[src/rtl/omw_pkg.sv]
// Shared types and constants of the omni wheel drive mixer.
// Used by every module under rtl; depends on nothing else.
package omw_pkg;

    localparam int LANES              = 4;
    localparam int LANE_W             = 16;
    localparam int SPEED_W            = 8;
    localparam int EFFORT_W           = 9;
    localparam int MODE_W             = 2;
    localparam int DUTY_W             = 8;
    localparam int BUDGET_W           = 11;
    localparam int QUOT_W             = 10;
    localparam int SINE_LAT           = 4;

    localparam int DEF_ANGLE_BITS     = 12;
    localparam int DEF_COEF_FRAC_BITS = 14;
    localparam int DEF_DUTY_MAX       = 255;

    localparam int CFG_ADDR_W         = 5;
    localparam int CFG_DATA_W         = 64;

    localparam logic [16:0] Q15_ONE   = 17'd32768;
    localparam logic [15:0] POLY_A    = 16'd51437;
    localparam logic [15:0] POLY_B    = 16'd20953;
    localparam logic [15:0] POLY_C    = 16'd2284;

    localparam logic [MODE_W-1:0] MODE_NO_Y = 2'd1;
    localparam logic [MODE_W-1:0] MODE_NO_X = 2'd2;

    localparam logic [1:0] REG_SIN_COEFS = 2'd0;
    localparam logic [1:0] REG_COS_COEFS = 2'd1;
    localparam logic [1:0] REG_MOTOR_DIS = 2'd2;

    typedef struct packed {
        logic [CFG_DATA_W-1:0] sin_coefs;
        logic [CFG_DATA_W-1:0] cos_coefs;
        logic                  motor_disable;
    } t_cfg;

    typedef struct packed {
        logic valid;
        logic zero_norm;
    } t_tag;

endpackage

[src/rtl/omw_ctl_placeholder.sv]
// Output stage: clamp, motor disable and split of each drive into H-bridge duties.
// Depends on omw_pkg.
module omw_out #(
    parameter int DUTY_MAX = omw_pkg::DEF_DUTY_MAX
) (
    input  logic                                       i_clk,
    input  logic                                       i_rst_n,
    input  logic                                       i_en,
    input  omw_pkg::t_tag                              i_tag,
    input  logic [omw_pkg::QUOT_W-1:0]                 i_quot [omw_pkg::LANES],
    input  logic [omw_pkg::LANES-1:0]                  i_neg,
    input  logic                                       i_motor_disable,
    output logic                                       o_valid,
    output logic [2*omw_pkg::DUTY_W*omw_pkg::LANES-1:0] o_data,
    output logic                                       o_zero_norm
);
    import omw_pkg::*;

    localparam int DMW  = $clog2(DUTY_MAX + 1);
    localparam int CMPW = (QUOT_W > DMW) ? QUOT_W : DMW;

    logic                           r_valid;
    logic [2*DUTY_W*LANES-1:0]      r_data;
    logic                           r_zn;
    logic [2*DUTY_W*LANES-1:0]      n_data;

    always_comb begin
        for (int i = 0; i < LANES; i++) begin
            logic [CMPW-1:0]   mag;
            logic [DUTY_W-1:0] duty;
            mag  = (CMPW'(i_quot[i]) > CMPW'(DUTY_MAX)) ? CMPW'(DUTY_MAX) : CMPW'(i_quot[i]);
            duty = i_motor_disable ? '0 : mag[DUTY_W-1:0];
            n_data[2*DUTY_W*i +: DUTY_W]        = i_neg[i] ? '0 : duty;
            n_data[2*DUTY_W*i+DUTY_W +: DUTY_W] = i_neg[i] ? duty : '0;
        end
    end

    always_ff @(posedge i_clk) begin
        if (!i_rst_n) begin
            r_valid <= 1'b0;
        end else if (i_en) begin
            r_valid <= i_tag.valid;
        end
    end

    always_ff @(posedge i_clk) begin
        if (i_en) begin
            r_data <= n_data;
            r_zn   <= i_tag.zero_norm;
        end
    end

    assign o_valid     = r_valid;
    assign o_data      = r_data;
    assign o_zero_norm = r_zn;

endmodule

[config.mk]
export PLATFORM = sky130hd
export DESIGN_NAME = omw_out
export DESIGN_NICKNAME = d
export VERILOG_FILES = /design/src/rtl/omw_pkg.sv /design/src/rtl/omw_ctl_placeholder.sv
export SDC_FILE = /design/constraint.sdc
export NUM_CORES = 1
export LEC_CHECK = 0
export BUFFER_PORTS_ARGS = -buffer_cell sky130_fd_sc_hd__buf_2
export CAP_MARGIN = 20
export CELL_PAD_IN_SITES_DETAIL_PLACEMENT = 0
export CELL_PAD_IN_SITES_GLOBAL_PLACEMENT = 1
export CORE_UTILIZATION = 37
export DETAILED_ROUTE_END_ITERATION = 12
export PLACE_DENSITY_LB_ADDON = 0.1
export SLEW_MARGIN = 5
export SYNTH_ARGS = -nofsm -noshare
export SYNTH_HDL_FRONTEND = slang
export SYNTH_SLANG_ARGS = --single-unit
[constraint.sdc]
create_clock -name i_clk -period 1.2 [get_ports i_clk]
set_clock_uncertainty 0.05 [all_clocks]
set_input_delay 0.24 -clock i_clk [delete_from_list [all_inputs] [get_ports i_clk]]
set_output_delay 0.24 -clock i_clk [all_outputs]
set_load 0.005 [all_outputs]
Word-level counts from Yosys, hierarchy flattened
Index checks and enable logic that the tools add are counted.

word-level totals
  output and inout bits = 66
  register bits after elaboration = 66
  input bits = 50
  logic and storage cells = 22

cells by class
  magnitude comparators = 4
  mux-type cells = 8

operators by type and width
  kind                                                                               number
  8-bit 2-to-1 mux                                                                   8
  10-bit by 8-bit greater-than comparator with 1-bit output (second input constant)  4

Depth between registers and ports, before layout
  word-level depth = 3
  depth in mapped cells = 3
  depth with buffers taken out = 2

Least setup slack after synthesis
No wires, ideal clock.

  path type = input port to flip-flop
  from = input i_quot[29] in the netlist's numbering
  to = register r_data[24] (netlist: o_data[24]), data pin
  path slack = 202 ps
  required time = 890 ps
  path buffers = 1
  arrival time = 688 ps
  cell stages on the path = 3
  path through = buf_2 nor3_2 nor2_1

between the ends
  longest elaborated chain between the ends = 3

ends and longest elaborated chain
  what                                                       line                       text
  start, declared                                            omw_ctl_placeholder.sv:10  input logic [omw_pkg::QUOT_W-1:0] i_quot [omw_pkg::LANES],
  10-bit by 8-bit greater-than comparator with 1-bit output  omw_ctl_placeholder.sv:31  mag = (CMPW'(i_quot[i]) > CMPW'(DUTY_MAX)) ? CMPW'(DUTY_MAX) : CMPW'(i_quot[i]);
  8-bit 2-to-1 mux                                           omw_ctl_placeholder.sv:31
  8-bit 2-to-1 mux                                           omw_ctl_placeholder.sv:32  duty = i_motor_disable ? '0 : mag[DUTY_W-1:0];
  end signal, assigned                                       omw_ctl_placeholder.sv:48  r_data <= n_data;
  end, declared                                              omw_ctl_placeholder.sv:23  logic [2*DUTY_W*LANES-1:0] r_data;

Every way passes these cells.
A chain may end at the register's enable or synchronous reset.

Worst setup path after layout
  from = register r_data[30] (netlist: o_data[30])
  to = output o_data[30] in the netlist's numbering

RTL lines
  what           line                       text
  end, declared  omw_ctl_placeholder.sv:14  output logic [2*omw_pkg::DUTY_W*omw_pkg::LANES-1:0] o_data,

No word-level cell between the ends.

==> results.yml <==
layout:
  multi_input_area_sq_um: 677
  fillers: 659
  final_area_sq_mm: 0.00364
  insertedDiodeCount: 0
  layout-drive-gt1-share_pct: 62.3
  syn_to_final_growth_pct: 32.2
  regArea_sq_mm: 0.00197
  layout.cells.non_filler: 407
  fin_nets: 353
place:
  dpl.hpwl_um: 3830
  dp.cells: 391
  gp_congestion: 0.687
  portBuffers: 115
  pre_cts_slack_ns: -0.00217
  post_dp_cell_area_sq_mm: 0.00342
synthesis:
  synth.area.top_cells: "edfxtp_1, nor3_2, nor2_2"
  ys_seq_elements: 66
  netlist_top_cells_count: "edfxtp_1, nor2_1, nor2_2, nor3_2, buf_2"
  avgSynthCellArea_sq_um: 14.6
  synth_edf_count: 65
  synth_cell_types: 12
  synth_area_sq_mm: 0.00275
  synthArstFlopShare_pct: 0
  synth.most_common_cell: "edfxtp_1"
  synth_top_area_share_pct: 70.9
  ys_seq_area_share_pct: 71.6
  ys.flop_type: "edfxtp_1"
  synth_nets: 238
  syn_inst: 188
  yosys.area.top_type: "edfxtp_1"
  yosysWarnings: 0
critical_path:
  max_stage_delay_ns: 0.40
  cp_top_family: "flip-flops"
  cp_max_fo: 1
  cp_slowest_cell: "edfxtp_1"
  worst-endpoint-arrival_ns: 0.87
  crit_chain: "buf_2"
  reg2regPathDepth: 2
  startpoint_type: "flip-flop"
  end_kind: "output pin"
  crit_required_ns: 0.91
  crit_buf_inv: 1
  path_class: "flip-flop to output pin"
  cp.depth: 1
timing:
  report.final.slew_viol_count: 0
  setup_ws_ns: 0.0382
  max_slew.worst_pin.slew_ns: 0.445
  rsz0062_at_grt: "false"
  post-route-period-util_pct: 96.8
  setup_viol: 0
  hold_violations: 0
  finalWorstPathRequiredPeriod_ns: 1.16
  max_freq_mhz: 861
  fin_tns_setup_ns: 0
  slew_headroom_pct: 70.3
floorplanning:
  core-area_sq_mm: 0.00721
  fp-row-count: 31
  start_util_pct: 38.2
  die-area_sq_mm: 0.00779
  die_y_um: 88.3
  ios: 116
  die_width_um: 88.3
cts:
  cts_post_setup_buffers_inserted: 0
  clockBufferDepth: 2
  cts_tree: "built"
  ctsResizeCount: 0
  cts_root_buffer: "clkbuf_8"
  path_clk_slew_ns: 0.07
  htree_num_levels: 3
  cts_buffers: 9
  worstSkewPairLatency_ns: 0.33
  cts_hold_buf: 0
  cts.sinks: 66
grt:
  antenna_found_initial: 0
  grt_pass1_vias: 1640
  grt_overflow_total: 0
  grt_max_degree: 30
  groute.usage.overall_pct: 14.4
  grt_pass1_wl_um: 8110
route:
  post_drt_wl_per_cell_um: 13.0
  antenna_left: 0
  route.met2.wl_um: 2640
  wl_met3_um: 343
  drc: 0
  wl_met1_um: 2290
  dr.pass1.iters: 4
  num_vias: 1729
  top_layer: "met4"
  drtIter0Drc: 60
  avgViaCountPerCell: 4.25
  postRouteWirelength_um: 5290
power_and_ir_drop:
  switchingPower_uw: 1150
  netSwitchingFraction_pct: 21.4
  seq_power_share_pct: 52.0
  power_uw: 5360
  pwr-share-comb_pct: 10.5
  clockPowerShare_pct: 37.5
  p_int_uw: 4210
  ir_drop_uv: 645
  powerDensity_mw_per_mm2: 1470
  p_leak_uw: 0.00148
run:
  drv_cap: 0
outcome:
  status: "finished, final reports clean"
worst_hold_path:
  worstHoldPathCells: 1
  hold_class: "input pin to flip-flop"
cell type report:
class                      count  area share, %
tap                           99           3.40
sequential                    66           54.2
multi-input combinational    106           18.6
clock inverter                 6           2.20
timing repair buffer         120           17.9
clock buffer                  10           3.78
per-layer routing:
metal  GRT usage [%]  vias to the layer above
met2            22.0                       71
met3            4.10                        2
li1                -                      883
met1            19.2                      773
met5               0                        -
met4            6.60                        0
cell usage in the layout (no fill, tap or decap):
cell type  count
buf_12         3
buf_2        115
buf_4          2
bufinv_16      2
clkbuf_8      10
clkinv_2       4
dfxtp_1        1
edfxtp_1      65
mux2i_1        1
nand2b_1       4
nor2_1        36
nor2_2        28
nor2b_1        1
nor3_1         4
nor3_2        28
or2_1          4
power by group through the flow:
stage / registers, uW / logic, uW / clock network (uW)
floorplan: 2860 / 207 / 0
global placement: 2830 / 576 / 0
detailed placement: 2830 / 578 / 0
finish: 2780 / 565 / 2010
CTS: 2790 / 579 / 2060
global route: 2800 / 639 / 2170
through the flow:
step	hold slack [ns]	utilization, %
2_1_floorplan	0.289	-
3_3_place_gp	0.374	47.5
3_5_place_dp	0.369	47.5
4_1_cts	0.0201	50.5
5_1_grt	0.0247	50.5
6_report	0.0387	50.5
final timing paths:
kind	from	slack [ns]	end
hold reg to reg	o_valid	0.48	o_valid
setup / recovery	o_data[30]	0.04	o_data[30]
hold / removal	i_tag[0]	0.04	o_zero_norm
setup reg to reg	o_valid	0.55	o_valid
cells by family after synthesis:
logic type / count (synthesis) / share of synthesized area [%]
buffers and inverters: 16 / 3.82
DFF: 66 / 71.6
muxes: 1 / 0.363
and+or+nand+nor: 105 / 24.2
sequential cells by signal (all words and copies together), names as in the netlist:
| name | flops |
|---|---|
| o_data | 64 |
| o_valid | 1 |
| o_zero_norm | 1 |
Note: power is estimated with default switching activity, not from simulation.
