$ cat src/rtl/omw_pkg.sv
// Shared types and constants of the omni wheel drive mixer.
// Used by every module under rtl; depends on nothing else.
package omw_pkg;

    localparam int LANES              = 4;
    localparam int LANE_W             = 16;
    localparam int SPEED_W            = 8;
    localparam int EFFORT_W           = 9;
    localparam int MODE_W             = 2;
    localparam int DUTY_W             = 8;
    localparam int BUDGET_W           = 11;
    localparam int QUOT_W             = 10;
    localparam int SINE_LAT           = 4;

    localparam int DEF_ANGLE_BITS     = 12;
    localparam int DEF_COEF_FRAC_BITS = 14;
    localparam int DEF_DUTY_MAX       = 255;

    localparam int CFG_ADDR_W         = 5;
    localparam int CFG_DATA_W         = 64;

    localparam logic [16:0] Q15_ONE   = 17'd32768;
    localparam logic [15:0] POLY_A    = 16'd51437;
    localparam logic [15:0] POLY_B    = 16'd20953;
    localparam logic [15:0] POLY_C    = 16'd2284;

    localparam logic [MODE_W-1:0] MODE_NO_Y = 2'd1;
    localparam logic [MODE_W-1:0] MODE_NO_X = 2'd2;

    localparam logic [1:0] REG_SIN_COEFS = 2'd0;
    localparam logic [1:0] REG_COS_COEFS = 2'd1;
    localparam logic [1:0] REG_MOTOR_DIS = 2'd2;

    typedef struct packed {
        logic [CFG_DATA_W-1:0] sin_coefs;
        logic [CFG_DATA_W-1:0] cos_coefs;
        logic                  motor_disable;
    } t_cfg;

    typedef struct packed {
        logic valid;
        logic zero_norm;
    } t_tag;

endpackage

$ cat src/rtl/omw_regs.sv
// Configuration register file with an APB-style write/read port.
// Depends on omw_pkg.
module omw_regs (
    input  logic                            i_clk,
    input  logic                            i_rst_n,
    input  logic                            psel,
    input  logic                            penable,
    input  logic                            pwrite,
    input  logic [omw_pkg::CFG_ADDR_W-1:0]  paddr,
    input  logic [omw_pkg::CFG_DATA_W-1:0]  pwdata,
    output logic [omw_pkg::CFG_DATA_W-1:0]  prdata,
    output logic                            pready,
    output omw_pkg::t_cfg                   o_cfg
);
    import omw_pkg::*;

    t_cfg       r_cfg;
    logic [1:0] idx;
    logic       wr;

    assign idx    = paddr[CFG_ADDR_W-1:3];
    assign wr     = psel && penable && pwrite;
    assign pready = 1'b1;
    assign o_cfg  = r_cfg;

    always_ff @(posedge i_clk) begin
        if (!i_rst_n) begin
            r_cfg <= '0;
        end else if (wr) begin
            case (idx)
                REG_SIN_COEFS: r_cfg.sin_coefs     <= pwdata;
                REG_COS_COEFS: r_cfg.cos_coefs     <= pwdata;
                REG_MOTOR_DIS: r_cfg.motor_disable <= pwdata[0];
                default: ;
            endcase
        end
    end

    always_comb begin
        case (idx)
            REG_SIN_COEFS: prdata = r_cfg.sin_coefs;
            REG_COS_COEFS: prdata = r_cfg.cos_coefs;
            REG_MOTOR_DIS: prdata = {{(CFG_DATA_W-1){1'b0}}, r_cfg.motor_disable};
            default:       prdata = '0;
        endcase
    end

endmodule

$ cat config.mk
export PLATFORM = sky130hd
export DESIGN_NAME = omw_regs
export DESIGN_NICKNAME = d
export VERILOG_FILES = /design/src/rtl/omw_pkg.sv /design/src/rtl/omw_regs.sv
export SDC_FILE = /design/constraint.sdc
export NUM_CORES = 1
export LEC_CHECK = 0
export BUFFER_PORTS_ARGS = -buffer_cell sky130_fd_sc_hd__buf_4
export CAP_MARGIN = 20
export CORE_ASPECT_RATIO = 0.7
export CORE_UTILIZATION = 42
export DETAILED_ROUTE_END_ITERATION = 8
export GPL_ROUTABILITY_DRIVEN = 0
export PLACE_DENSITY = 0.73
export RECOVER_POWER = 25
export SLEW_MARGIN = 15
export SYNTH_ARGS = -nofsm -noshare
export SYNTH_HDL_FRONTEND = slang
export SYNTH_SLANG_ARGS = --single-unit
export TNS_END_PERCENT = 100
$ cat constraint.sdc
create_clock -name i_clk -period 1.1 [get_ports i_clk]
set_input_delay 0.165 -clock i_clk [delete_from_list [all_inputs] [get_ports i_clk]]
set_output_delay 0.165 -clock i_clk [all_outputs]
set_load 0.05 [all_outputs]
==> impl_metrics.csv, run 1 <==
group,metric,value,unit
clock_network,cts-htree-levels,4,
synthesis,ys_seq_area_share,44.6,%
synthesis,ys_ff_latch,129,
synthesis,netlist_area,5790,µm²
grt,grt_max_degree,55,
synthesis,synthCells,636,
timing,grt-worst-endpoint,"prdata[24]",
placement,port_buffers,263,
floorplanning,fp.dieW,142,µm
floorplanning,start_util,43.5,%
synthesis,synth_cell_types,16,
floorplanning,die_y,100,µm
synthesis,syn_nets,710,
timing,worst-ep-kind,"primary output",
clock_network,numClockSinks,129,
synthesis,ys.warnings.count,0,
clock_network,cts_made_buffers,17,
status,lastStage,"global routing",
clock_network,clockBufferDepth,2,
floorplanning,pin_count,268,
clock_network,root_buffer,"clkbuf_16",
placement,pre_cts_ws,-0.282,ns
status,error_line,"[ERROR DPL-0038] Utilization greater than 100%, impossible to legalize",
floorplanning,placementRows,35,
status,status,"did not finish",
synthesis,synth.avg_cell_area,9.11,µm²
placement,dp_hpwl,13.6,mm
cell families after synthesis:
family | Yosys count | share of synthesized area, %
buffers and inverters | 51 | 4.73
muxes | 193 | 33.4
and+or+nand+nor | 261 | 17.2
other | 1 | 0.0647
DFF | 129 | 44.6
AOI/OAI and AO/OA | 1 | 0.0863
synth_stat cells:
master / count / share of area, %
mux2i_1: 193 / 33
nand2_1: 193 / 13
dfxtp_1: 129 / 45
nor2_1: 63 / 4.1
clkbuf_1: 25 / 1.6
buf_2: 12 / 1.0
buf_6: 7 / 1.4
buf_4: 4 / 0.52
buf_1: 3 / 0.19
conb_1: 1 / 0.065
nand3_1: 1 / 0.086
nand3b_1: 1 / 0.13
nor3_1: 1 / 0.086
nor3b_1: 1 / 0.13
o21ai_0: 1 / 0.086
or3b_1: 1 / 0.15
through the flow:
step / instances / util, % / cell area (µm²) / hold WS [ns]
CTS: 1224 / 95.5 / 12700 / 0.000695
global placement: 1080 / 67.8 / 9030 / 0.435
floorplan: 636 / - / 6610 / 0.316
detailed placement: 1080 / 67.8 / 9030 / 0.445
timing repair:
item	4_1_cts
setup buffers	110
hold buffers	0
gates cloned	2
pin swaps	16
hold endpoints to repair	0
setup endpoints to repair	193
resized for setup	542
==> run 2, diff against run 1 <==
--- a/config.mk
+++ b/config.mk
@@ -7,11 +7,10 @@
 export LEC_CHECK = 0
 export BUFFER_PORTS_ARGS = -buffer_cell sky130_fd_sc_hd__buf_4
 export CAP_MARGIN = 20
-export CORE_ASPECT_RATIO = 0.7
-export CORE_UTILIZATION = 42
+export CORE_UTILIZATION = 40
 export DETAILED_ROUTE_END_ITERATION = 8
 export GPL_ROUTABILITY_DRIVEN = 0
-export PLACE_DENSITY = 0.73
+export PLACE_DENSITY_LB_ADDON = 0.15
 export RECOVER_POWER = 25
 export SLEW_MARGIN = 15
 export SYNTH_ARGS = -nofsm -noshare
==> constraint.sdc (replaced) <==
create_clock -name i_clk -period 1.4 [get_ports i_clk]
set_input_delay 0.21 -clock i_clk [delete_from_list [all_inputs] [get_ports i_clk]]
set_output_delay 0.21 -clock i_clk [all_outputs]
set_load 0.05 [all_outputs]
==> impl_metrics.csv, run 2 <==
group,metric,value,unit
status,status,"complete, no violations",
floorplanning,start_util,41.4,%
synthesis,synth_common_cells,"mux2i_1 (193), nand2_1 (193), dfxtp_1 (129)",
cells_and_area,antennaDiodeCount,0,
pwr,power.leakage,4.42,nW
route,drtAntennaViolNets,0,
setup_path,start_kind,"flop",
placement,pre_cts_ws,-0.0459,ns
setup_path,worst_ep_required_time,1.19,ns
route,drc,0,
setup_path,reg2regPathDepth,3,
cells_and_area,final_layout_size_suffix_gt1_share,62.8,%
setup_path,slowest_delay,0.33,ns
pwr,irDropWorstVdd,0.000957,V
grt,first_global_vias,5488,
setup_path,crit_end,"prdata[0]",
setup_path,cp_slowest_cell,"dfxtp_2",
cells_and_area,fin_nets,976,
grt,track_usage,24.2,%
timing,rsz0062_at_grt,"yes",
clock_network,holdBufCountCts,0,
setup_path,worstPathMaxFanout,3,
min_path,hp-class,"primary input to flop",
clock_network,cts-htree-levels,4,
route,vias,5558,
placement,dp_hpwl,12.7,mm
synthesis,synthTopCellsByArea,"dfxtp_1 (45%), mux2i_1 (33%), nand2_1 (13%)",
setup_path,path_cells,"mux2i_2 -> o21ai_2 -> buf_6",
timing,fin_skew,0,ns
setup_path,worstPathArrival,1.18,ns
clock_network,numClockSinks,129,
synthesis,ys_seq_area_share,44.6,%
setup_path,worstSetupPathType,"flop to primary output",
grt,overflow,0,
synthesis,ys.warnings.count,0,
synthesis,async_flop_share,0,%
synthesis,synth_cell_types,16,
floorplanning,pin_count,268,
clock_network,cts_made_buffers,17,
route,vias_per_cell,5.08,
route,drt-total-wl,18.4,mm
cells_and_area,largest_register_ffs,129,
grt,antenna_found_initial,0,
timing,hold_ws,0.0640,ns
synthesis,netlist_area,5790,µm²
floorplanning,fp.dieW,122,µm
floorplanning,die_area,15000,µm²
route,drt-initial-drc-count,198,
grt,grt_pass1_wl,27.8,mm
timing,fin_crit_sh,99.2,%
job,drv_cap,0,
synthesis,synthCells,636,
clock_network,clockBufferDepth,2,
synthesis,synth_ff_type,"dfxtp_1",
setup_path,rrSetupSlack,0.67,ns
timing,worst_slack,0.0111,ns
floorplanning,placementRows,43,
grt,grt_max_degree,55,
placement,port_buffers,263,
cells_and_area,final_cell_mix,"buf_4 (216), nand2_1 (193), mux2i_1 (133), dfxtp_2 (121), buf_6 (63)",
setup_path,cp-startpoint,"o_cfg[65]",
timing,fmaxAchievable,0.720,GHz
synthesis,syn_nets,710,
cells_and_area,layout_commonest_cell,"buf_4",
floorplanning,core,14000,µm²
timing,drv_slew,0,
setup_path,end_kind,"primary output",
clock_network,path_clk_slew,0.06,ns
route,wire_per_inst,16.8,µm
cells_and_area,area_delta_synth_final,76.3,%
clock_network,tritoncts,"yes",
timing,finalHoldViolations,0,
setup_path,reg2reg_to,"o_cfg[7]",
route,firstDrtPassIters,4,
floorplanning,die_y,122,µm
timing,period_needed,1.39,ns
synthesis,yosysTopAreaCell,"dfxtp_1",
clock_network,clk_latency,0.41,ns
setup_path,timing.rr.start,"o_cfg[7]",
synthesis,ys_ff_latch,129,
pwr,powerDensity,899,nW/µm²
synthesis,synth.avg_cell_area,9.11,µm²
synthesis,synth_edf_count,0,
timing,setup_viol,0,
clock_network,root_buffer,"clkbuf_16",
synthesis,yosysTopAreaCellShare,44.6,%
[run 2: cell counts after synthesis]
Identical to the previous run, type by type.
[run 2: critical path: cells and delay by family (launching register included)]
| family | cells | cell delay [ns] |
|---|---|---|
| AO/OA/AOI/OAI | 1 | 0.09 |
| buffers and inverters | 1 | 0.16 |
| multiplexers | 1 | 0.18 |
| flip-flops | 1 | 0.33 |
[run 2: area by class of cell]
| class | count | area [µm²] |
|---|---|---|
| clock buffer | 20 | 447 |
| clock inverter | 11 | 115 |
| fill | 997 | 3770 |
| multi-input combinational | 456 | 3970 |
| sequential | 129 | 2730 |
| tap | 180 | 225 |
| timing repair buffer | 298 | 2720 |
[run 2: how the worst min path moves through the flow]
stage	start	endpoint	slack, ns	cells past startpoint
floorplan	pwdata[9]	o_cfg[10]	0.37	2
global placement	o_cfg[72]	o_cfg[72]	0.46	2
detailed placement	o_cfg[104]	o_cfg[104]	0.47	2
CTS	pwdata[2]	o_cfg[3]	0.04	3
global route	pwdata[49]	o_cfg[50]	0.06	3
finish	pwdata[2]	o_cfg[3]	0.06	3
[run 2: cells by family (layout without fill, tap and decap cells)]
| family | after synthesis | after routing | share of synthesized area [%] |
|---|---|---|---|
| AOI/OAI and AO/OA | 1 | 1 | 0.0863 |
| DFF | 129 | 129 | 44.6 |
| muxes | 193 | 193 | 33.4 |
| and+or+nand+nor | 261 | 261 | 17.2 |
| other | 1 | 1 | 0.0647 |
| buffers and inverters | 51 | 329 | 4.73 |
[run 2: what timing repair did]
item | 4_1_cts | 5_1_grt
resized for setup | 177 | 116
buffers inserted | 1 | 2
endpoints found under the setup margin | 62 | 59
cloned | 2 | 0
hold endpoints to repair | 0 | 0
[run 2: through the flow]
step	instances	TNS, ns	cell area [µm²]	power, mW	utilization [%]
final	1094	0	10200	9.18	73.0
after global routing	1094	-0.142	10200	9.50	73.0
after CTS	1092	0	9770	9.19	69.9
after detailed placement	1058	-0.322	8580	4.88	61.3
after global placement	1058	-0.0662	8580	4.85	61.3
after floorplan	636	-0.422	6260	4.48	-
[run 2: per-layer routing]
metal | up-vias | global-route usage [%] | part of all wire, %
li1 | 2649 | - | -
met1 | 2678 | 26.0 | 37
met2 | 196 | 43.3 | 54
met3 | 35 | 7.11 | 6.4
met4 | 0 | 11.2 | 2.6
met5 | - | 0 | 0
[run 2: where the power goes]
part / switching (mW) / total [mW] / leakage [nW] / internal [mW]
combinational: 0.680 / 1.17 / 3.05 / 0.493
clock: 1.58 / 4.22 / 0.267 / 2.63
sequential: 0.0593 / 3.79 / 1.10 / 3.73
total: 2.32 / 9.18 / 4.42 / 6.86
No activity file was read; power rests on OpenSTA's default activity.
