[config.mk]
export PLATFORM = sky130hd
export DESIGN_NAME = omw_sine
export DESIGN_NICKNAME = d
export VERILOG_FILES = /design/src/rtl/omw_pkg.sv /design/src/rtl/omw_sine.sv
export SDC_FILE = /design/constraint.sdc
export NUM_CORES = 1
export LEC_CHECK = 0
export ABC_CLOCK_PERIOD_IN_PS = 9090
export BUFFER_PORTS_ARGS = -buffer_cell sky130_fd_sc_hd__buf_2
export CORE_MARGIN = 3
export CORE_UTILIZATION = 40
export DETAILED_ROUTE_END_ITERATION = 10
export GPL_ROUTABILITY_DRIVEN = 0
export MAX_ROUTING_LAYER = met4
export PLACE_DENSITY_LB_ADDON = 0.08
export SLEW_MARGIN = 20
export SYNTH_ARGS = -nofsm -noshare
export SYNTH_HDL_FRONTEND = slang
export SYNTH_SLANG_ARGS = --single-unit
export TNS_END_PERCENT = 50
[constraint.sdc]
create_clock -name i_clk -period 9.09 [get_ports i_clk]
set_input_delay 0.4545 -clock i_clk [delete_from_list [all_inputs] [get_ports i_clk]]
set_output_delay 0.4545 -clock i_clk [all_outputs]
set_load 0.02 [all_outputs]
[src/rtl/omw_pkg.sv]
// Shared types and constants of the omni wheel drive mixer.
// Used by every module under rtl; depends on nothing else.
package omw_pkg;

    localparam int LANES              = 4;
    localparam int LANE_W             = 16;
    localparam int SPEED_W            = 8;
    localparam int EFFORT_W           = 9;
    localparam int MODE_W             = 2;
    localparam int DUTY_W             = 8;
    localparam int BUDGET_W           = 11;
    localparam int QUOT_W             = 10;
    localparam int SINE_LAT           = 4;

    localparam int DEF_ANGLE_BITS     = 12;
    localparam int DEF_COEF_FRAC_BITS = 14;
    localparam int DEF_DUTY_MAX       = 255;

    localparam int CFG_ADDR_W         = 5;
    localparam int CFG_DATA_W         = 64;

    localparam logic [16:0] Q15_ONE   = 17'd32768;
    localparam logic [15:0] POLY_A    = 16'd51437;
    localparam logic [15:0] POLY_B    = 16'd20953;
    localparam logic [15:0] POLY_C    = 16'd2284;

    localparam logic [MODE_W-1:0] MODE_NO_Y = 2'd1;
    localparam logic [MODE_W-1:0] MODE_NO_X = 2'd2;

    localparam logic [1:0] REG_SIN_COEFS = 2'd0;
    localparam logic [1:0] REG_COS_COEFS = 2'd1;
    localparam logic [1:0] REG_MOTOR_DIS = 2'd2;

    typedef struct packed {
        logic [CFG_DATA_W-1:0] sin_coefs;
        logic [CFG_DATA_W-1:0] cos_coefs;
        logic                  motor_disable;
    } t_cfg;

    typedef struct packed {
        logic valid;
        logic zero_norm;
    } t_tag;

endpackage

[src/rtl/omw_sine.sv]
// Four-stage pipelined quarter-wave polynomial sine of a binary angle.
// Depends on omw_pkg for the polynomial constants.
module omw_sine #(
    parameter int ANGLE_BITS     = omw_pkg::DEF_ANGLE_BITS,
    parameter int COEF_FRAC_BITS = omw_pkg::DEF_COEF_FRAC_BITS
) (
    input  logic                             i_clk,
    input  logic                             i_en,
    input  logic [ANGLE_BITS-1:0]            i_angle,
    output logic signed [COEF_FRAC_BITS+1:0] o_val
);
    import omw_pkg::*;

    localparam int QB = ANGLE_BITS - 2;
    localparam int CW = COEF_FRAC_BITS + 2;
    localparam int XW = 17;
    localparam int YW = 18;

    logic [1:0]        quad;
    logic [XW-1:0]     x_lin, x0;
    logic [2*XW-1:0]   sq;
    logic [32:0]       cp, tp, yp;
    logic [YW-1:0]     y;
    logic [CW-2:0]     mag;

    logic [XW-1:0]     r1_x, r1_x2, r2_x, r2_x2, r3_x;
    logic [15:0]       r2_t, r3_t;
    logic [1:0]        r1_quad, r2_quad, r3_quad;
    logic signed [CW-1:0] r4_val;

    assign quad  = i_angle[ANGLE_BITS-1:ANGLE_BITS-2];
    assign x_lin = XW'(i_angle[QB-1:0]) << (XW - ANGLE_BITS);
    assign x0    = quad[0] ? (Q15_ONE - x_lin) : x_lin;
    assign sq    = x0 * x0;
    assign cp    = 33'(POLY_C) * 33'(r1_x2);
    assign tp    = 33'(r2_t) * 33'(r2_x2);
    assign yp    = 33'(r3_t) * 33'(r3_x);
    assign y     = yp[15 +: YW];

    generate
        if (COEF_FRAC_BITS >= 15) begin : g_up
            logic [YW+COEF_FRAC_BITS-15-1:0] ys;
            assign ys  = (YW+COEF_FRAC_BITS-15)'(y) << (COEF_FRAC_BITS - 15);
            assign mag = ys[CW-2:0];
        end else begin : g_dn
            logic [YW-1:0] ys;
            assign ys  = y >> (15 - COEF_FRAC_BITS);
            assign mag = ys[CW-2:0];
        end
    endgenerate

    always_ff @(posedge i_clk) begin
        if (i_en) begin
            r1_x    <= x0;
            r1_x2   <= sq[15 +: XW];
            r1_quad <= quad;
            r2_t    <= POLY_B - cp[30:15];
            r2_x    <= r1_x;
            r2_x2   <= r1_x2;
            r2_quad <= r1_quad;
            r3_t    <= POLY_A - tp[30:15];
            r3_x    <= r2_x;
            r3_quad <= r2_quad;
            r4_val  <= r3_quad[1] ? -$signed({1'b0, mag}) : $signed({1'b0, mag});
        end
    end

    assign o_val = r4_val;

endmodule

### Word-level counts from Yosys, hierarchy flattened

Index checks and enable logic that the tools add are counted.

* flip-flop bits (word level): 139
* logic and storage cells: 22

* add/sub/neg operators: 4
* multiply operators: 4
* muxes and demuxes: 2

Operators by type and width (count)
* multiplier 16 x 17 -> 31 bit: 2
* multiplier 17 x 17 -> 32 bit: 1
* multiplier 10 x 17 -> 27 bit (first input constant): 1
* two-way mux 17 bit: 1
* subtractor 16 x 15 -> 17 bit (first input constant): 1
* negator 15 -> 16 bit: 1
* subtractor 15 x 14 -> 16 bit (first input constant): 1
* subtractor 16 bit (first input constant): 1
* two-way mux 15 bit: 1

### Depth between registers and ports, before layout

Gate-level depths: netlist of the first run.

* depth in word-level cells: 3
* mapped depth: 29
* mapped depth without buffers: 29

### Worst setup path after synthesis of the first run

OpenSTA, ideal clock, no wires.

* path type: register to register
* start point: reg r2_t[1]
* end point: reg r3_t[9], data pin
* arrival time: 6.680 ns
* required time: 8.830 ns
* setup slack: 2.150 ns
* stages on the path, launching flop included: 27
* cell sequence: edfxtp_1 > clkbuf_1 > clkbuf_1 > nand2_1 > fa_1 > fa_1 > fa_1 > fa_1 > inv_1 > fa_1 > inv_1 > fa_1 > inv_1 > ha_1 > nand4_1 > a211oi_1 > a211o_1 > a21oi_1 > o311ai_1 > ha_1 > inv_1 > o2bb2ai_1 > a221oi_1 > or2_2 > a21boi_0 > o221ai_1 > xnor2_1

* word-level cells in the longest chain between the ends: 2

RTL lines
* start, declared: line omw_sine.sv:27 `logic [15:0] r2_t, r3_t;`
* start signal, assigned: line omw_sine.sv:57 `r2_t <= POLY_B - cp[30:15];`
* multiplier 16 x 17 -> 31 bit: line omw_sine.sv:36 `assign tp = 33'(r2_t) * 33'(r2_x2);`
* net tp[16]: line omw_sine.sv:22 `logic [32:0] cp, tp, yp;`
* subtractor 16 bit: line omw_sine.sv:61 `r3_t <= POLY_A - tp[30:15];`
* end signal, assigned: line omw_sine.sv:61
* end, declared: line omw_sine.sv:27

The timed path passes the listed nets, and every way through them passes these cells.
A chain may end at the register's enable or synchronous reset.

### Worst setup path in the final report of the first run

Same ends and word-level chain as after synthesis.

==> results of run 1 <==
-- critical path, stage by stage (launching register included) --
cell       delay [ns]
edfxtp_1         0.76
nand2_1          0.17
fa_1             0.54
fa_1             0.53
fa_1             0.51
inv_1            0.06
fa_1             0.49
fa_1             0.49
inv_1            0.05
fa_1             0.47
inv_1            0.04
ha_1             0.30
nand4_1          0.14
a211oi_1         0.41
a211o_1          0.25
a21oi_1          0.11
o311ai_1         0.50
ha_1             0.36
inv_1            0.06
o2bb2ai_1        0.12
a221oi_1         0.15
or2_2            0.35
a21boi_0         0.17
o221ai_1         0.16
xnor2_1          0.15
-- sequential cells by signal, indices dropped and copies added, names as in the netlist, 11 cells and up --
register	flops
r1_x2	17
r2_x2	17
o_val	16
r3_t	16
r2_t	15
r1_x	11
r2_x	11
r3_x	11
-- routing by layer --
metal | GRT usage [%] | part of all wire, % | wire (um)
met1 | 24.8 | 47 | 27100
met2 | 32.0 | 49 | 28200
met3 | 2.50 | 2.8 | 1600
met4 | 4.67 | 1.8 | 1050
met5 | - | 0 | 0
-- final cells by class --
cell class,instances,area (sq um),area share (%)
clock buffer,18,429,1.59
clock inverter,14,164,0.609
inverter,600,2250,8.37
multi-input combinational,1856,19300,71.8
sequential,117,3510,13.1
tap,837,1050,3.89
timing repair buffer,32,170,0.632
-- kinds of logic after synthesis --
group | count (synthesis)
compound gates | 215
xor+xnor | 104
fa+ha+maj | 804
buf+inv | 683
flops | 117
mux | 7
other cells | 1
simple gates | 720
-- Yosys cell counts (all sizes together), types with 16 or more instances --
cell,number
inv,598
fa,431
ha,372
nand2,312
and2,198
edfxtp,117
nor2,87
xnor2,83
clkbuf,79
a21oi,54
o21ai,40
nand3,22
nor3,21
xor2,21
a21o,16
-- worst paths after layout --
path | endpoint | slack, ns
setup / recovery | r3_t[9]$_DFFE_PP_ | 1.46
hold / removal | r1_quad[1]$_DFFE_PP_ | 0.16
setup reg to reg | r3_t[9]$_DFFE_PP_ | 1.46
hold reg to reg | r2_x[14]$_DFFE_PP_ | 0.41
-- stage by stage --
stage	hold WS (ns)	util (%)	area, sq um
2_1_floorplan	0.400	-	25400
3_3_place_gp	0.401	42.3	26300
3_5_place_dp	0.405	42.3	26300
4_1_cts	0.119	43.2	26900
5_1_grt	0.140	43.2	26900
6_report	0.163	43.2	26900
-- cells in the final DEF (no fill, tap or decap), types with 12 or more instances in the layout --
cell type and instances:
xor2_1 21, fa_1 431, buf_2 28, nor3_1 20
xnor2_1 83, nand2b_1 12, nand3_1 22, and2_1 198
a21oi_1 54, nand2_1 312, clkbuf_16 17, edfxtp_1 117
o21ai_0 34, inv_1 598, ha_1 372, nor2_1 87
a21o_1 14
==> impl_metrics.toml, run 1 <==
[yosys]
synth-edff-count = 117
yosysUniqueCellTypes = 83
synth-simple-area-share_pct = 13.8
syn_area_sq_mm = 0.0254
yosys-top-cells-area = "fa_1 34%, ha_1 18%, edfxtp_1 14%"
yosys_warnings = 0
synth_xor_area_share_pct = 3.59
syn_inst = 2651
ys.flop_type = "edfxtp_1"
yosys.area_share.adder_pct = 52.3
async_flop_share_pct = 0
synth_top_area_share_pct = 34.0
yosysTopAreaCell = "fa_1"
synth_compound_area_share_pct = 6.06
synth.avg_cell_area_sq_um = 9.58
ys_ff_latch = 117
seq_area_frac_synth_pct = 13.8
synthMuxAreaShare_pct = 0.286
synth_top_family_by_area = "adder cells"

[die]
core_sq_mm = 0.0623
row_count = 91
die-width_um = 258
die_area_sq_mm = 0.0666
io_pins = 30
start_util_pct = 40.8
die_h_um = 258

[global_route]
antenna_found_initial = 0
grt_pass1_wl_um = 98700
grt_pass1_vias = 19000
grt_max_degree = 67
grt-ovfl-total = 0
grt_usage_pct = 19.2

[setup_path]
critical_path_required_ns = 9.30
path_max_fanout = 17
crit_type = "reg -> reg"
reg2reg_from = "r2_t[1]$_DFFE_PP_"
crit_path_end_kind = "flip-flop"
critPathLaunchType = "flip-flop"
cp_data_arrival_time_ns = 7.84
rr_worst_depth = 24
worstSetupStartpoint = "r2_t[1]$_DFFE_PP_"

[timing]
fin_ws_ns = 1.46
min_period_ns = 7.63
tightestPinTransition_ns = 0.904
slew_headroom_pct = 39.7
fin_tns_setup_ns = 0
skew_ns = 0.0122
clock.fmax_mhz = 131
min_period_over_period_pct = 83.9
maxSlewViolCount = 0
rsz0062_at_grt = "no"
setup_violations = 0
hold_viol_final = 0

[placed_design]
hpwl_um = 47500
io_buffers = 29
place_inst = 3442
pre_cts_ws_ns = 1.48

[drt]
num_vias = 17200
wl_um = 58000
ant_nets = 0
drt_pass1_iterations = 4
wire_per_inst_um = 16.7
via_per_inst = 4.95
drtIter0Drc = 645
drc = 0

[outcome]
run_status = "completed"

[cells_and_area]
nFillCells = 6139
nets = 3441
instances_no_fill = 3474
antenna_cells = 0
layout-drive-gt1-share_pct = 3.22
area_delta_synth_final_pct = 5.91

[cts]
clock_latency_ns = 0.47
cts_htree_levels = 4
cts_buffer_depth = 2
cts-resized-gates = 0
cts-root-buf = "clkbuf_16"
post_cts_buffers = 0
hold_buffers = 0
numClockSinks = 117
clkTransAtPathRegs_ns = 0.06
cts_tree = "done"
numCtsBuffers = 17

[min_path]
worstHoldStart = "i_angle[11]"
hold_class = "in -> reg"
whs_path_depth = 1

[run]
drv_cap = 0
Power of run 1 is left out: the tool's default activity adds up to more than one toggle a clock period on the data nets, which glitch-free logic cannot reach.
==> inputs of run 2 (changes only) <==
- ABC_CLOCK_PERIOD_IN_PS: 9090 -> 7550
- clock period: 9.09 -> 7.55 ns (I/O delays scaled with it)
==> run 2 against run 1 <==
Compared with the run above:
- clock skew up 0.0084 ns
- critical endpoint is now r3_t[15]$_DFFE_PP_
- routed wire length about the same
- clock-buffer cell count unchanged
- setup slack worse by 1.1 ns
- largest cell class unchanged
- flip-flop and latch count unchanged
- hold slack worse by 0.072 ns
- cell area up 1.7%
==> impl_metrics.toml, run 2 (synthesis gave the netlist of run 1 again) <==
[global_route]
antenna_found_initial = 0
grt_max_degree = 78
grt_pass1_wl_um = 97400
grt-ovfl-total = 0
grt_pass1_vias = 19000
grt_usage_pct = 19.0

[cells_and_area]
nFillCells = 6122
antenna_cells = 0
multi_input_area_sq_mm = 0.0194
mostFrequentLayoutCell = "inv_1"
final_cell_mix = "598 x inv_1, 431 x fa_1, 372 x ha_1, 312 x nand2_1, 198 x and2_1"
area_delta_synth_final_pct = 7.73
seqCellArea_sq_mm = 0.00351
nets = 3501
top_regs = "r1_x2 (17), r2_x2 (17)"
final_util_pct = 43.9
layout-drive-gt1-share_pct = 5.49

[cts]
cts_htree_levels = 4
clock_latency_ns = 0.48
cts-root-buf = "clkbuf_16"
numClockSinks = 117
clkTransAtPathRegs_ns = 0.06
cts_buffer_depth = 2
cts_tree = "done"
hold_buffers = 0
numCtsBuffers = 17

[timing]
setup_violations = 0
maxSlewViolCount = 0
min_period_ns = 7.16
skew_ns = 0.0206
fin_tns_setup_ns = 0
min_period_over_period_pct = 94.8
slew_headroom_pct = 34.1
tightestPinTransition_ns = 0.989
clock.fmax_mhz = 140
hold_viol_final = 0
rsz0062_at_grt = "no"

[setup_path]
crit_type = "reg -> reg"
path_max_fanout = 8
cp_top_family = "adder cells"
critPathLaunchType = "flip-flop"
crit_path_end_kind = "flip-flop"
path_buf_inv = 6
r2r_setup_slack_ns = 0.39
max_stage_delay_ns = 0.56
cpMaxStageDelayCell = "edfxtp_1"
cp_common_cell = "fa_1"
cp_data_arrival_time_ns = 7.37
critical_path_required_ns = 7.76

[drt]
via_per_inst = 4.92
wire_per_inst_um = 16.4
num_vias = 17400
drt_pass1_iterations = 5
drtIter0Drc = 747
drc = 0
ant_nets = 0
wl_um = 58000

[die]
start_util_pct = 40.8
die_area_sq_mm = 0.0666
row_count = 91
io_pins = 30
core_sq_mm = 0.0623
die_h_um = 258
die-width_um = 258

[run]
drv_cap = 0

[min_path]
hold_class = "in -> reg"

[placed_design]
io_buffers = 29
hpwl_um = 48700

[outcome]
run_status = "completed"
run 2: changes by cell type in the layout (fill, tap and decap cells not counted), sizes merged:
cell      before  now
buf           32   92
bufinv         2    1
clkinvlp       2    3
run 2: per-layer routing:
metal,GRT usage [%],vias to the layer above,wire [um]
met3,2.70,70,1900
met2,31.7,273,28300
met5,-,-,0
met1,24.2,8708,26600
li1,-,8335,-
met4,5.36,0,1250
run 2: final timing paths:
| check | startpoint | end | depth (start not counted) |
|---|---|---|---|
| max | r2_x2[6]$_DFFE_PP_ | r3_t[15]$_DFFE_PP_ | 26 |
| min | i_angle[11] | r1_quad[1]$_DFFE_PP_ | 1 |
| max reg2reg | r2_x2[6]$_DFFE_PP_ | r3_t[15]$_DFFE_PP_ | 26 |
| min reg2reg | r1_x[9]$_DFFE_PP_ | r2_x[9]$_DFFE_PP_ | 0 |
run 2: repair_timing:
item                                    4_1_cts  5_1_grt
setup buffers                                 0       11
gates resized for setup                       0        3
endpoints found under the setup margin        0        5
run 2: cell type report:
class | count | area share, %
tap | 837 | 3.83
clock buffer | 18 | 1.57
multi-input combinational | 1856 | 70.7
sequential | 117 | 12.8
timing repair buffer | 92 | 2.31
inverter | 600 | 8.23
clock inverter | 14 | 0.517
run 2: metrics by stage:
step | instances | instance area (sq um) | worst slack [ns] | hold WS [ns]
after global placement | 3491 | 26700 | 0.362 | 0.401
after global routing | 3534 | 27400 | 0.0106 | 0.0567
after detailed placement | 3491 | 26700 | 0.259 | 0.405
final | 3534 | 27400 | 0.390 | 0.0915
after floorplan | 2656 | 25400 | 0.610 | 0.400
after CTS | 3523 | 27300 | 0.228 | 0.0373
Power of run 2 is left out for the same reason.
